`src/cle_pkg.sv`:
```
`timescale 1ns / 1ps

package cle_pkg;

  // Ring geometry; the depth must be a power of two.
  localparam int unsigned RING_DEPTH = 128;
  localparam int unsigned SLOT_W     = $clog2(RING_DEPTH);
  // Indices carry one extra wrap bit so that full and empty differ.
  localparam int unsigned IDX_W      = SLOT_W + 1;
  localparam int unsigned CHAR_W     = 8;
  localparam int unsigned CNT_W      = 8;

  typedef logic [IDX_W-1:0]  idx_t;
  typedef logic [SLOT_W-1:0] slot_t;
  typedef logic [CHAR_W-1:0] char_t;
  typedef logic [CNT_W-1:0]  cnt_t;

  // Character codes with a special meaning.
  localparam char_t CH_NUL  = 8'h00;
  localparam char_t CH_EOF  = 8'h04;
  localparam char_t CH_BS   = 8'h08;
  localparam char_t CH_LF   = 8'h0A;
  localparam char_t CH_CR   = 8'h0D;
  localparam char_t CH_DUMP = 8'h10;
  localparam char_t CH_KILL = 8'h15;
  localparam char_t CH_ESC  = 8'h1B;
  localparam char_t CH_DEL  = 8'h7F;

  // Item modes on the input side.
  localparam logic MODE_CHAR = 1'b0;
  localparam logic MODE_READ = 1'b1;

  typedef enum logic [2:0] {
    KIND_ECHO  = 3'd0,
    KIND_ERASE = 3'd1,
    KIND_READ  = 3'd2,
    KIND_EMPTY = 3'd3,
    KIND_EOF   = 3'd4
  } kind_e;

  // One result item.
  typedef struct packed {
    kind_e kind;
    char_t data;
    cnt_t  erase_count;
    logic  line_ready;
    logic  end_of_line;
  } result_t;

  // Write request from the editing logic to the ring.
  typedef struct packed {
    logic  en;
    slot_t addr;
    char_t data;
  } ring_wr_t;

endpackage

```
`src/cle_ring.sv`:
```
`timescale 1ns / 1ps

module cle_ring (
  input  logic              clk_i,
  input  cle_pkg::ring_wr_t wr_i,
  input  cle_pkg::slot_t    rd_addr_i,
  output cle_pkg::char_t    head_o
);

  cle_pkg::char_t mem_q [cle_pkg::RING_DEPTH];
  cle_pkg::char_t head_q;

  // Line storage, one write port.
  always_ff @(posedge clk_i) begin
    if (wr_i.en) begin
      mem_q[wr_i.addr] <= wr_i.data;
    end
  end

  // Registered read of the byte at the next read slot; a write to that same
  // slot in this cycle is passed straight through.
  always_ff @(posedge clk_i) begin
    if (wr_i.en && (wr_i.addr == rd_addr_i)) begin
      head_q <= wr_i.data;
    end else begin
      head_q <= mem_q[rd_addr_i];
    end
  end

  assign head_o = head_q;

endmodule

```
`src/cle_core.sv`:
```
`timescale 1ns / 1ps

module cle_core (
  input  logic              clk_i,
  input  logic              rst_ni,
  input  logic              fire_i,
  input  logic              mode_i,
  input  cle_pkg::char_t    char_i,
  input  logic              first_i,
  input  cle_pkg::char_t    head_i,
  output cle_pkg::ring_wr_t wr_o,
  output cle_pkg::slot_t    rd_addr_o,
  output logic              res_valid_o,
  output cle_pkg::result_t  res_o
);

  cle_pkg::idx_t read_q, read_d;
  cle_pkg::idx_t commit_q, commit_d;
  cle_pkg::idx_t edit_q, edit_d;

  cle_pkg::idx_t  pending;
  cle_pkg::idx_t  used;
  cle_pkg::char_t typed;
  logic           full;

  assign pending = edit_q - commit_q;
  assign used    = edit_q - read_q;
  assign full    = used[cle_pkg::IDX_W-1];
  assign typed   = (char_i == cle_pkg::CH_CR) ? cle_pkg::CH_LF : char_i;

  // Decide the result and the index updates for the item in hand.
  always_comb begin
    read_d      = read_q;
    commit_d    = commit_q;
    edit_d      = edit_q;
    wr_o        = '0;
    res_valid_o = 1'b0;
    res_o       = '{kind: cle_pkg::KIND_EMPTY, data: '0, erase_count: '0,
                    line_ready: 1'b0, end_of_line: 1'b0};

    if (fire_i) begin
      if (mode_i == cle_pkg::MODE_READ) begin
        res_valid_o = 1'b1;
        priority if (read_q == commit_q) begin
          res_o.kind = cle_pkg::KIND_EMPTY;
        end else if (head_i == cle_pkg::CH_EOF) begin
          // End of file is consumed only at the start of a read call.
          if (first_i) begin
            read_d = read_q + cle_pkg::idx_t'(1);
          end
          res_o.kind = cle_pkg::KIND_EOF;
          res_o.data = cle_pkg::CH_EOF;
        end else begin
          read_d            = read_q + cle_pkg::idx_t'(1);
          res_o.kind        = cle_pkg::KIND_READ;
          res_o.data        = head_i;
          res_o.end_of_line = (head_i == cle_pkg::CH_LF);
        end
      end else begin
        priority if ((char_i == cle_pkg::CH_ESC) || (char_i == cle_pkg::CH_DUMP) ||
                     (char_i == cle_pkg::CH_NUL)) begin
          // Discarded silently.
        end else if (char_i == cle_pkg::CH_KILL) begin
          if (pending != '0) begin
            edit_d            = commit_q;
            res_valid_o       = 1'b1;
            res_o.kind        = cle_pkg::KIND_ERASE;
            res_o.erase_count = cle_pkg::cnt_t'(pending);
          end
        end else if ((char_i == cle_pkg::CH_BS) || (char_i == cle_pkg::CH_DEL)) begin
          if (pending != '0) begin
            edit_d            = edit_q - cle_pkg::idx_t'(1);
            res_valid_o       = 1'b1;
            res_o.kind        = cle_pkg::KIND_ERASE;
            res_o.erase_count = cle_pkg::cnt_t'(1);
          end
        end else if (!full) begin
          // Store and echo; a newline, end of file or a ring that has just
          // filled up commits the line.
          wr_o.en     = 1'b1;
          wr_o.addr   = edit_q[cle_pkg::SLOT_W-1:0];
          wr_o.data   = typed;
          edit_d      = edit_q + cle_pkg::idx_t'(1);
          res_valid_o = 1'b1;
          res_o.kind  = cle_pkg::KIND_ECHO;
          res_o.data  = typed;
          if ((typed == cle_pkg::CH_LF) || (typed == cle_pkg::CH_EOF) ||
              (used == cle_pkg::idx_t'(cle_pkg::RING_DEPTH - 1))) begin
            commit_d         = edit_q + cle_pkg::idx_t'(1);
            res_o.line_ready = 1'b1;
          end
        end
      end
    end
  end

  // The ring keeps the byte at the next read slot ready.
  assign rd_addr_o = read_d[cle_pkg::SLOT_W-1:0];

  always_ff @(posedge clk_i or negedge rst_ni) begin
    if (!rst_ni) begin
      read_q   <= '0;
      commit_q <= '0;
      edit_q   <= '0;
    end else begin
      read_q   <= read_d;
      commit_q <= commit_d;
      edit_q   <= edit_d;
    end
  end

endmodule

```
`src/console_line_editor_top.sv`:
```
`timescale 1ns / 1ps

// Console line editor: a terminal line discipline over a 128-byte ring. Each
// input item is either a received character (tuser bit 0 low) or a request
// for one committed byte (tuser bit 0 high, tuser bit 1 marking the first
// byte of a read call). The block takes one item every clock cycle unless the
// result register is stalled; its result, if any, passes through the input
// register and then the result register. The rate is set by the update of the
// read, commit and edit indices as each item is processed and by the ring's
// read port, which always holds the byte at the next read position ready, so
// reads may follow reads and writes back to back. Ring bytes are undefined
// after reset and there is no clearing pass; only bytes that were typed are
// ever read out. Discarded characters (ESC, ^P, NUL, erasing with nothing
// pending, typing into a full ring) give no result item.

module console_line_editor_top (
  input  logic        clk_i,
  input  logic        rst_ni,
  input  logic        s_axis_tvalid,
  output logic        s_axis_tready,
  input  logic [7:0]  s_axis_tdata,   // char_in
  input  logic [1:0]  s_axis_tuser,   // mode, first_of_read
  output logic        m_axis_tvalid,
  input  logic        m_axis_tready,
  output logic [15:0] m_axis_tdata,   // data, erase_count
  output logic [3:0]  m_axis_tuser,   // kind (3 bits), line_ready
  output logic        m_axis_tlast    // end_of_line
);

  logic              in_valid_q;
  logic              in_mode_q;
  cle_pkg::char_t    in_char_q;
  logic              in_first_q;
  logic              fire;
  logic              out_valid_q;
  cle_pkg::result_t  out_q;
  cle_pkg::ring_wr_t ring_wr;
  cle_pkg::slot_t    rd_addr;
  cle_pkg::char_t    head;
  logic              res_valid;
  cle_pkg::result_t  res;

  // The item in the input register is processed when the result register
  // is free or being emptied.
  assign fire          = in_valid_q && (!out_valid_q || m_axis_tready);
  assign s_axis_tready = !in_valid_q || fire;

  // Input register.
  always_ff @(posedge clk_i or negedge rst_ni) begin
    if (!rst_ni) begin
      in_valid_q <= 1'b0;
    end else if (s_axis_tvalid && s_axis_tready) begin
      in_valid_q <= 1'b1;
    end else if (fire) begin
      in_valid_q <= 1'b0;
    end
  end

  always_ff @(posedge clk_i) begin
    if (s_axis_tvalid && s_axis_tready) begin
      in_mode_q  <= s_axis_tuser[0];
      in_char_q  <= s_axis_tdata;
      in_first_q <= s_axis_tuser[1];
    end
  end

  cle_core u_core (
    .clk_i       (clk_i),
    .rst_ni      (rst_ni),
    .fire_i      (fire),
    .mode_i      (in_mode_q),
    .char_i      (in_char_q),
    .first_i     (in_first_q),
    .head_i      (head),
    .wr_o        (ring_wr),
    .rd_addr_o   (rd_addr),
    .res_valid_o (res_valid),
    .res_o       (res)
  );

  cle_ring u_ring (
    .clk_i     (clk_i),
    .wr_i      (ring_wr),
    .rd_addr_i (rd_addr),
    .head_o    (head)
  );

  // Result register.
  always_ff @(posedge clk_i or negedge rst_ni) begin
    if (!rst_ni) begin
      out_valid_q <= 1'b0;
    end else if (fire) begin
      out_valid_q <= res_valid;
    end else if (m_axis_tready) begin
      out_valid_q <= 1'b0;
    end
  end

  always_ff @(posedge clk_i) begin
    if (fire && res_valid) begin
      out_q <= res;
    end
  end

  assign m_axis_tvalid = out_valid_q;
  assign m_axis_tdata  = {out_q.erase_count, out_q.data};
  assign m_axis_tuser  = {out_q.line_ready, out_q.kind};
  assign m_axis_tlast  = out_q.end_of_line;

endmodule

```
`config.mk`:
```
export PLATFORM = sky130hd
export DESIGN_NAME = console_line_editor_top
export DESIGN_NICKNAME = d
export VERILOG_FILES = /design/src/cle_pkg.sv /design/src/cle_ring.sv /design/src/cle_core.sv /design/src/console_line_editor_top.sv
export SDC_FILE = /design/constraint.sdc
export NUM_CORES = 1
export LEC_CHECK = 0
export BUFFER_PORTS_ARGS = -buffer_cell sky130_fd_sc_hd__buf_4
export CORE_MARGIN = 3
export CORE_UTILIZATION = 59
export CTS_CLUSTER_SIZE = 28
export DETAILED_ROUTE_END_ITERATION = 16
export PLACE_DENSITY_LB_ADDON = 0.05
export SKIP_LAST_GASP = 1
export SYNTH_ARGS = -nofsm -noshare
export SYNTH_HDL_FRONTEND = slang
export SYNTH_HIERARCHICAL = 1
export SYNTH_SLANG_ARGS = --single-unit
```
`constraint.sdc`:
```
create_clock -name clk_i -period 12.7 [get_ports clk_i]
set_input_delay 0.635 -clock clk_i [delete_from_list [all_inputs] [get_ports clk_i]]
set_output_delay 0.635 -clock clk_i [all_outputs]
set_load 0.01 [all_outputs]
```
# Word level (Yosys, flattened, before mapping)
# Memory sizes are Yosys's and may differ from the RTL's. A register that Yosys moved wholly into a read port is not among the register bits.
# Index checks and enable logic that the tools add are counted.
# classes
bitwise	7
addsub	5
mux	49
n_reduce_logical	22
eq_ne	16
# op_table
cell	count
8-bit 2-to-1 mux	13
16-bit 2-to-1 mux	6
8-bit by 4-bit == test with 1-bit output (second input constant)	4
8-bit by 5-bit == test with 1-bit output (second input constant)	3
11-bit 2-to-1 mux	2
7-bit 2-to-1 mux	3
20-bit 2-to-1 mux	1
1-bit 2-to-1 mux	19
8-bit by 1-bit adder with 8-bit output (second input constant)	2
8-bit by 3-bit == test with 1-bit output (second input constant)	2
8-bit by 7-bit == test with 1-bit output (second input constant)	2
8-bit subtractor	2
10-bit 2-to-1 mux	1
3-bit 2-to-1 mux	3
8-bit == test	1
8-bit logical NOT	1
8-bit nonzero test	1
8-bit by 1-bit subtractor with 8-bit output (second input constant)	1
1-bit logical OR	7
1-bit NOT	7
7-bit AND reduction	1
6-bit AND reduction	1
6-bit OR reduction	1
2-bit inequality test (second input constant)	2
9 further kinds	13
# totals
out_inout_bits	23
n_memories	1
elab_cells	114
mem_bits_rw	1024
reg_bits	57
in_bits	14
# mem_list
name	depth	word_bits	rd	rd_ports_with_merged_regs	wr	line_no	rtl
u_ring.mem_q	128	8	1	1	1	cle_ring.sv:10	cle_pkg::char_t mem_q [cle_pkg::RING_DEPTH];

# Logic depth before layout (Yosys ltp)
# Gate-level depths: netlist (run 1).
# logic_depth
ltp_word	11
mapped_depth	16
depth_no_buf	11

# By module
# The synthesis (run 1) kept the hierarchy.
# modules_own_cells
mod	area_per_inst_um2	instances	cells_each	seq_area_each_um2
cle_ring	39645.5	1	1634	30889.6
cle_core	2592.5	1	311	600.6
console_line_editor_top	1042.2	1	41	980.9

# Worst setup path after synthesis (run 1)
# Ideal clock, no wire load.
# synth_path
kind	flip-flop to flip-flop
start	reg u_core.read_q[4]
end	mem u_ring/mem_q[0][1] in the netlist's numbering, data pin
synth_period_minus_slack_ns	6.337
t_required_ns	11.822
stages_incl_launch_ff	11
path_slack_ns	6.363
setup_time_ns	0.878
arrival_ns	5.460
path_cell_list	dfrtp_1 -> clkbuf_1 -> inv_1 -> ha_1 -> a21o_1 -> a21oi_1 -> o211ai_1 -> a311oi_1 -> and3_1 -> buf_2 -> a21boi_1
# synth_rtl
item	line_no	rtl
from (decl)	cle_core.sv:17	cle_pkg::idx_t read_q, read_d;
from (signal assigned)	cle_core.sv:106	read_q <= read_d;
to (decl)	cle_ring.sv:10	

==> results of run 1 <==
==> critical path, stage by stage, from the launching register on <==
cell and delay [ns]:
dfxtp_4 0.70, buf_12 0.70, buf_4 0.85, mux4_2 0.64, mux4_2 0.50, mux4_2 0.49, mux2_2 0.29, or4_1 0.52
nor2_1 0.24, nand3_1 0.29, o2111a_1 0.36, nand2_1 0.11, xnor2_1 0.16
==> cell families after synthesis <==
kind of cell               after synthesis  synth area share, %
AOI/OAI and AO/OA                       72                1.220
and+or+nand+nor                        298                3.252
DFF                                   1088                75.03
adders and majority gates               20               0.6129
muxes                                  357                18.06
xor gates and xnor gates                30               0.6071
buffers and inverters                  121                1.223
==> cell usage after synthesis (7+ instances only) <==
| cell type | count |
|---|---|
| nand2_1 | 39 |
| nand3_1 | 20 |
| and3_1 | 9 |
| ha_1 | 18 |
| a21oi_1 | 14 |
| mux4_2 | 336 |
| and2_1 | 14 |
| dfrtp_1 | 26 |
| nor3_1 | 17 |
| xnor2_1 | 23 |
| nor2_1 | 146 |
| a21o_1 | 9 |
| dfxtp_1 | 7 |
| nor2b_1 | 13 |
| o21ai_0 | 10 |
| nand4_1 | 12 |
| buf_2 | 20 |
| inv_1 | 19 |
| edfxtp_1 | 1055 |
| clkbuf_1 | 50 |
| mux2_2 | 11 |
| buf_4 | 11 |
| buf_1 | 19 |
| xor2_1 | 7 |
| nand2b_1 | 7 |
==> final timing paths <==
check / from / to / slack, ns
max: flop / u_core/read_q[4]$_DFF_PN0_ / 6.61
min: s_axis_tdata[4] / in_char_q[4]$_DFFE_PP_ / 0.15
max reg2reg: flop / u_core/read_q[4]$_DFF_PN0_ / 6.61
min reg2reg: u_core/read_q[7]$_DFFE_PN0P_ / u_core/read_q[7]$_DFFE_PN0P_ / 0.57
max in group asynchronous: rst_ni / u_core/read_q[1]$_DFF_PN0_ / 11.96
min in group asynchronous: rst_ni / u_core/edit_q[6]$_DFFE_PN0P_ / 0.45
==> what timing repair did <==
item                                    4_1_cts  5_1_grt
hold buffers                                  1        0
hold endpoints to repair                     26        0
endpoints found under the setup margin        0        0
==> sequential cells by signal, indices dropped and copies added (netlist names), named ones only <==
register / count
in_valid_q: 1
in_char_q: 8
u_ring/mem_q: 1024
m_axis_tlast: 1
in_mode_q: 1
m_axis_tuser: 4
u_core/read_q: 8
m_axis_tdata: 16
m_axis_tvalid: 1
in_first_q: 1
u_core/commit_q: 8
u_core/edit_q: 8
==> final cells by class <==
cell class | instances | share of cell area (%)
Sequential cell | 1088 | 67.84
Multi-Input combinational cell | 777 | 21.62
Clock buffer | 128 | 5.821
Tap cell | 950 | 2.482
Clock inverter | 71 | 1.050
Timing Repair Buffer | 63 | 1.045
Inverter | 19 | 0.1489
==> through the flow <==
stage / setup slack [ns] / std cells / instance area (sq um) / power [mW]
final: 6.610 / 3096 / 47890 / 10.48
after global routing: 6.211 / 3096 / 47890 / 10.89
after CTS: 6.535 / 3096 / 47890 / 10.56
after detailed placement: 6.564 / 2896 / 44590 / 7.615
after global placement: 6.591 / 2896 / 44590 / 7.580
after floorplan: 6.363 / 1986 / 43280 / 6.607
==> routing by layer <==
layer	track usage [%]	wire length [microns]	part of all wire [%]
met5	0	0	0
met4	7.813	2953	3.0
met3	4.662	8256	8.4
met2	40.31	47300	48
met1	39.07	39830	41
==> report_power, final <==
| part | switching [mW] | internal, mW | leakage (nW) | total [mW] |
|---|---|---|---|---|
| combinational | 1.68 | 1.39 | 3.47 | 3.07 |
| sequential | 0.186 | 4.27 | 10.1 | 4.45 |
| clock | 1.30 | 1.67 | 1.61 | 2.96 |
| total | 3.17 | 7.32 | 15.2 | 10.5 |
==> flow_metrics.env, run 1 <==
export IMPL_status="completed"
export IMPL_die_y_microns=276.8
export IMPL_cap_violations=0
export IMPL_p_per_area_mw_per_mm2=218.9
export IMPL_crit_type="reg -> reg"
export IMPL_post_route_period_util_pct=47.95
export IMPL_finalCriticalPeriod_ns=6.090
export IMPL_grt_pass1_vias=20850
export IMPL_antenna_found_initial=4
export IMPL_slew_violations=0
export IMPL_io_pins=37
export IMPL_layout_common_cells="edfxtp_1, mux4_2, nor2_1"
export IMPL_grt_usage_pct=26.08
export IMPL_n_antenna_cell=0
export IMPL_nNetsFinal=2090
export IMPL_synth_top_area_cell="edfxtp_1"
export IMPL_slew_headroom_pct=12.72
export IMPL_clock_skew_ns=0.02534
export IMPL_postRouteAntennaNets=0
export IMPL_cp_end_kind="flop"
export IMPL_yosys_cell_types_count=70
export IMPL_cts_tree="built"
export IMPL_ir_worst_vdd_mv=0.1780
export IMPL_first_iter_violations=2407
export IMPL_synth_area_top_cells="edfxtp_1, mux4_2, dfrtp_1"
export IMPL_synth_seq_cells=1088
export IMPL_gp_congestion=0.8437
export IMPL_yosysSeqAreaShare_pct=75.03
export IMPL_cts_root_buf="clkbuf_16"
export IMPL_clock_path_buffers=3
export IMPL_syn_nets=2020
export IMPL_io_buffers=36
export IMPL_core_area_sq_mm=0.07210
export IMPL_post_route_util_pct=66.42
export IMPL_post_cts_resized=0
export IMPL_hold_viol=0
export IMPL_worstMarginPinSlew_ns=1.303
export IMPL_cts_max_level=3
export IMPL_drc=0
export IMPL_synth_area_sq_mm=0.04328
export IMPL_synthesis_instances=1986
export IMPL_startpoint_type="flop"
export IMPL_hold_class="in -> reg"
export IMPL_place_hpwl_microns=59460
export IMPL_clk_pin_slew_worst_paths_ns=0.06
export IMPL_mostFrequentLayoutCell="edfxtp_1"
export IMPL_grt_ovfl_total=0
export IMPL_multi_input_area_sq_mm=0.01035
export IMPL_crit_required_ns=13.25
export IMPL_p_leak_nw=15.22
export IMPL_cts_setup_buffers=0
export IMPL_cts_sinks=1088
export IMPL_synth_top_cell_area_share_pct=73.20
export IMPL_nFillCells=4658
export IMPL_worst_r2r_cell_count=12
export IMPL_fmax_ghz=0.1642
export IMPL_fin_setup_tns_ns=0
export IMPL_synth_edf_count=1055
export IMPL_syn_area_per_cell_sq_um=21.79
export IMPL_seq_area_sq_mm=0.03249
export IMPL_critPathMaxFanout=103
export IMPL_synth_warnings=6
export IMPL_grt_start_max_net_pins=145
export IMPL_num_vias=20730
export IMPL_fin_hold_ws_ns=0.1533
export IMPL_clkLatencyLatePin_ns=0.66
export IMPL_die_x_microns=276.8
export IMPL_grt_pass1_wl_microns=145700
export IMPL_drt_wl_total_microns=98340
export IMPL_wl_per_cell_microns=31.76
export IMPL_synth_ff_type="edfxtp_1"
export IMPL_drive_above_1_share_pct=27.77
export IMPL_numCtsBuffers=107
export IMPL_initial_core_util_pct=60.03
export IMPL_rsz0062_at_grt="false"
export IMPL_dr_pass1_iters=7
export IMPL_setup_viol=0
export IMPL_dieArea_sq_mm=0.07664
export IMPL_whs_path_depth=1
export IMPL_cp_arrival_ns=6.64
export IMPL_syn_to_final_growth_pct=10.65
export IMPL_via_per_inst=6.694
export IMPL_row_count=98
export IMPL_async_flop_share_pct=2.390
(Power assumes the default switching activity.)
==> run 2: changes to the inputs <==
- clock period: 12.7 -> 5.72 ns (I/O delays scaled with it)
==> run 2 against run 1 <==
  * Non-clock buffer count rose by 100
  * Critical path depth did not move
  * Design area rose by 2.4%
  * Largest cell class unchanged
==> flow_metrics.env, run 2 (same netlist as run 1, synthesis figures left out) <==
export IMPL_cts_sinks=1088
export IMPL_gp_congestion=0.9049
export IMPL_grt_pass1_wl_microns=145300
export IMPL_hold_viol=0
export IMPL_grt_pass1_vias=21190
export IMPL_placed_cell_area_sq_mm=0.04533
export IMPL_cts_max_level=3
export IMPL_status="completed"
export IMPL_die_x_microns=276.8
export IMPL_crit_chain="inv_1 -> ha_1 -> nand3b_1 -> a21oi_1 -> nor4b_1 -> a311oi_1 -> and3_1 -> buf_4 -> and2_1 -> nor2b_1 -> nand3_1 -> nor2_1"
export IMPL_row_count=98
export IMPL_numCtsBuffers=106
export IMPL_cts_root_buf="clkbuf_16"
export IMPL_nFillCells=4516
export IMPL_p_total_mw=23.90
export IMPL_initial_core_util_pct=60.03
export IMPL_fmax_ghz=0.1982
export IMPL_die_y_microns=276.8
export IMPL_post_route_period_util_pct=88.21
export IMPL_clk_pin_slew_worst_paths_ns=0.06
export IMPL_p_leak_nw=15.89
export IMPL_seq_area_sq_mm=0.03249
export IMPL_p_per_area_mw_per_mm2=487.4
export IMPL_finalCriticalPeriod_ns=5.046
export IMPL_io_buffers=36
export IMPL_crit_type="reg -> reg"
export IMPL_dieArea_sq_mm=0.07664
export IMPL_largest_reg_flops=1024
export IMPL_dr_pass1_iters=5
export IMPL_multi_input_area_sq_mm=0.01032
export IMPL_slew_violations=0
export IMPL_ir_worst_vdd_mv=0.3665
export IMPL_grt_usage_pct=25.98
export IMPL_fin_hold_ws_ns=0.07724
export IMPL_dp_cells=2983
export IMPL_crit_required_ns=6.01
export IMPL_grt_start_max_net_pins=104
export IMPL_layout_common_cells="edfxtp_1, mux4_2, nor2_1"
export IMPL_clkLatencyLatePin_ns=0.69
export IMPL_fin_setup_tns_ns=0
export IMPL_clock_skew_ns=0.02584
export IMPL_cp_end_kind="flop"
export IMPL_slew_headroom_pct=18.65
export IMPL_first_iter_violations=2794
export IMPL_cap_violations=0
export IMPL_drive_above_1_share_pct=29.95
export IMPL_layout_cells_non_filler=3195
export IMPL_syn_to_final_growth_pct=13.31
export IMPL_critPathMaxFanout=17
export IMPL_place_hpwl_microns=61620
export IMPL_mostFrequentLayoutCell="edfxtp_1"
export IMPL_worstMarginPinSlew_ns=1.220
export IMPL_grt_ovfl_total=0
export IMPL_final_cell_area_sq_mm=0.04904
export IMPL_core_area_sq_mm=0.07210
export IMPL_rsz0062_at_grt="false"
export IMPL_crit_slowest_cell="nor2_1"
export IMPL_setup_viol=0
export IMPL_hold_class="in -> async"
export IMPL_cp_arrival_ns=5.34
export IMPL_pre_cts_ws_ns=0.7042
export IMPL_post_cts_resized=0
export IMPL_io_pins=37
export IMPL_antenna_found_initial=7
export IMPL_setup_slack_ns=0.6744
export IMPL_via_per_inst=6.536
export IMPL_largest_register="u_ring/mem_q"
export IMPL_cts_tree="built"
export IMPL_post_route_util_pct=68.02
export IMPL_drt_wl_total_microns=97160
export IMPL_clock_path_buffers=3
export IMPL_startpoint_type="flop"
export IMPL_wl_per_cell_microns=30.41
export IMPL_nNetsFinal=2189
export IMPL_postRouteAntennaNets=0
export IMPL_num_vias=20880
export IMPL_slowest_delay_ns=0.89
export IMPL_drc=0
[run 2: changes by cell type in the layout (fill, tap and decap cells not counted), moves of 7 or more]
cell           before  now
nor3_2              7    0
dlygate4sd3_1       1   14
bufinv_16           5   15
buf_12              2   12
buf_4              60  137
clkinv_2           27   19
nor3_1             10   17
[run 2: per-layer routing]
layer	up-vias	GRT usage (%)	share of wire, %
met5	-	0	0.011
met4	2	7.368	2.7
met3	168	4.662	7.7
met2	924	40.23	49
met1	11130	39.07	41
li1	8655	-	-
[run 2: layout make-up]
cell class,instances,area share [%]
multi-input combinational,777,21.04
sequential,1088,66.24
timing repair buffer,163,2.873
clock buffer,122,5.531
tap,950,2.424
inverter,19,0.1454
clock inverter,75,1.745
antenna,1,0.005103
[run 2: final timing paths]
check                                             startpoint                             to  slack [ns]  cells past startpoint
worst max-delay path            u_core/edit_q[0]$_DFFE_PN0P_  u_ring/mem_q[62][2]$_DFFE_PP_        0.67                     12
worst min-delay path                                  rst_ni   u_core/edit_q[7]$_DFFE_PN0P_        0.08                      2
worst max register to register  u_core/edit_q[0]$_DFFE_PN0P_  u_ring/mem_q[62][2]$_DFFE_PP_        0.67                     12
worst min register to register  u_core/read_q[7]$_DFFE_PN0P_   u_core/read_q[7]$_DFFE_PN0P_        0.56                      1
max in group asynchronous                             rst_ni   u_core/edit_q[4]$_DFFE_PN0P_        5.36                      2
min in group clk_i                           s_axis_tuser[0]            in_mode_q$_DFFE_PP_        0.34                      2
[run 2: report_power, final]
part | switching, mW | internal (mW)
clock | 2.93 | 4.09
combinational | 3.82 | 3.23
sequential | 0.360 | 9.47
[run 2: worst max-delay path: cells and delay by family, from the launching register on]
kind / cells / cell delay [ns]
adder cells (fa/ha/maj): 1 / 0.23
flip-flops: 1 / 0.56
buffers and inverters: 2 / 0.50
AO/OA/AOI/OAI: 2 / 0.59
AND/OR/NAND/NOR: 7 / 2.79
[run 2: repair_timing]
action / CTS / global route
buffers inserted: 0 / 0
endpoints found under the hold margin: 38 / 0
hold buffers: 14 / 0
endpoints found under the setup margin: 0 / 0
==> run 3: changes to the inputs <==
- CORE_ASPECT_RATIO: default -> 1.5
==> run 3 against run 2 <==
  * Combinational power is 2% higher
  * Clock skew fell by 0.0082 ns
  * Critical endpoint is now u_ring/mem_q[88][7]$_DFFE_PP_
  * Clock power fell by 5.7%
  * Non-clock buffer count down 14
  * Power is 1.2% lower
  * Highest routed layer unchanged
  * Global-route usage increased by 0.77 points
  * Critical path depth is 2 lower
  * Utilization decreased by 1.1 points
  * Wire length increased by 1.7%
  * Sequential power is 0.5% lower
  * Final cell count decreased by 1.7%
  * Sequential cell count stayed put
==> flow_metrics.env, run 3 (same netlist as run 1, synthesis figures left out) <==
export IMPL_hold_viol=0
export IMPL_syn_to_final_growth_pct=12.38
export IMPL_drt_wl_total_microns=98780
export IMPL_rsz0062_at_grt="false"
export IMPL_cts_sinks=1088
export IMPL_cts_root_buf="clkbuf_16"
export IMPL_grt_start_max_net_pins=130
export IMPL_crit_type="reg -> reg"
export IMPL_slowest_delay_ns=0.76
export IMPL_cts_max_level=3
export IMPL_p_per_area_mw_per_mm2=485.4
export IMPL_clock_skew_ns=0.01763
export IMPL_p_total_mw=23.61
export IMPL_drive_above_1_share_pct=29.78
export IMPL_met1_length_microns=37360
export IMPL_largest_register="u_ring/mem_q"
export IMPL_worst_r2r_setup_slack_ns=0.81
export IMPL_initial_core_util_pct=59.56
export IMPL_antenna_found_initial=10
export IMPL_place_hpwl_microns=63590
export IMPL_nNetsFinal=2168
export IMPL_ir_worst_vdd_mv=0.4268
export IMPL_cp_arrival_ns=5.19
export IMPL_dieArea_sq_mm=0.07671
export IMPL_cts_setup_buffers=0
export IMPL_clkLatencyLatePin_ns=0.67
export IMPL_row_count=121
export IMPL_fmax_ghz=0.2036
export IMPL_numCtsBuffers=99
export IMPL_io_pins=37
export IMPL_worstMarginPinSlew_ns=1.085
export IMPL_first_iter_violations=1917
export IMPL_crit_buf_inv=2
export IMPL_wl_met2_microns=51400
export IMPL_nFillCells=4578
export IMPL_ctsHoldBuffers=14
export IMPL_route_met3_wl_microns=6099
export IMPL_hold_class="in -> async"
export IMPL_die_y_microns=337.7
export IMPL_largest_reg_flops=1024
export IMPL_cp_end_kind="flop"
export IMPL_dr_pass1_iters=6
export IMPL_status="completed"
export IMPL_slew_violations=0
export IMPL_crit_chain="nor3b_1 -> and4_1 -> a21oi_1 -> and3_1 -> buf_4 -> and2_1 -> nor2b_1 -> nand2_1 -> buf_4 -> nor2_1"
export IMPL_path_delay_family="simple AND/OR/NAND/NOR gates"
export IMPL_crit_slowest_cell="nor2_1"
export IMPL_io_buffers=36
export IMPL_layout_common_cells="edfxtp_1, mux4_2, nor2_1"
export IMPL_r2r_start="in_char_q[1]$_DFFE_PP_"
export IMPL_worst_r2r_cell_count=10
export IMPL_finalCriticalPeriod_ns=4.911
export IMPL_post_route_period_util_pct=85.86
export IMPL_wl_per_cell_microns=31.45
export IMPL_cts_tree="built"
export IMPL_r2r_end="u_ring/mem_q[88][7]$_DFFE_PP_"
export IMPL_grt_pass1_vias=21460
export IMPL_grt_usage_pct=26.75
export IMPL_postRouteAntennaNets=0
export IMPL_startpoint_type="flop"
export IMPL_core_area_sq_mm=0.07267
export IMPL_p_leak_nw=15.69
export IMPL_crit_required_ns=6.00
export IMPL_slew_headroom_pct=27.54
export IMPL_gp_congestion=0.8640
export IMPL_setup_viol=0
export IMPL_fin_setup_tns_ns=0
export IMPL_grt_ovfl_total=0
export IMPL_via_per_inst=6.564
export IMPL_post_cts_resized=0
export IMPL_critPathMaxFanout=19
export IMPL_drc=0
export IMPL_die_x_microns=227.1
export IMPL_topRoutingLayerUsed="met5"
export IMPL_clk_pin_slew_worst_paths_ns=0.07
export IMPL_cpMostUsedCell="buf_4"
export IMPL_mostFrequentLayoutCell="edfxtp_1"
export IMPL_num_vias=20620
export IMPL_grt_pass1_wl_microns=145600
export IMPL_cap_violations=0
export IMPL_clock_path_buffers=3
==> run 3: report_power, final <==
part	leakage [nW]	internal (mW)	switching [mW]
logic	3.96	3.29	3.91
clock network	1.60	3.78	2.84
registers	10.1	9.46	0.326
==> run 3: worst max-delay path by stage <==
stage | startpoint | slack (ns) | end | depth (start not counted)
6_report | in_char_q[1]$_DFFE_PP_ | 0.81 | u_ring/mem_q[88][7]$_DFFE_PP_ | 10
5_1_grt | u_core/read_q[4]$_DFF_PN0_ | 0.67 | u_ring/mem_q[88][3]$_DFFE_PP_ | 13
4_1_cts | in_char_q[1]$_DFFE_PP_ | 0.90 | u_ring/mem_q[88][7]$_DFFE_PP_ | 10
3_5_place_dp | in_char_q[1]$_DFFE_PP_ | 0.94 | u_ring/mem_q[88][3]$_DFFE_PP_ | 10
3_3_place_gp | u_core/read_q[4]$_DFF_PN0_ | 0.98 | u_ring/mem_q[88][3]$_DFFE_PP_ | 13
2_1_floorplan | u_core/read_q[4]$_DFF_PN0_ | 1.14 | u_ring/mem_q[0][1]$_DFFE_PP_ | 10
==> run 3: routing by layer <==
| metal | track usage [%] | up-vias |
|---|---|---|
| met4 | 10.26 | 4 |
| met2 | 45.33 | 770 |
| li1 | - | 8613 |
| met3 | 5.159 | 178 |
| met1 | 34.81 | 11050 |
| met5 | 0 | - |
==> run 3: stage by stage <==
| stage | instance area, sq um | instances | hold WS, ns | setup slack, ns | utilization (%) |
|---|---|---|---|---|---|
| after floorplan | 43280 | 1986 | -0.009591 | 1.136 | - |
| after global placement | 45230 | 2941 | 0.2336 | 0.9782 | 62.23 |
| after detailed placement | 45230 | 2941 | 0.2387 | 0.9434 | 62.23 |
| after CTS | 48630 | 3138 | 0.07247 | 0.9003 | 66.92 |
| after global routing | 48630 | 3139 | 0.1082 | 0.6654 | 66.92 |
| final | 48640 | 3141 | 0.09173 | 0.8091 | 66.93 |
==> run 3: final cells by class <==
type / instances / area [sq um] / area share (%)
timing repair buffer: 149 / 1341 / 2.758
clock buffer: 117 / 2619 / 5.384
tap: 922 / 1154 / 2.372
antenna: 3 / 7.507 / 0.01544
sequential: 1088 / 32480 / 66.79
multi-input combinational: 777 / 10320 / 21.21
inverter: 19 / 71.32 / 0.1466
clock inverter: 66 / 644.4 / 1.325
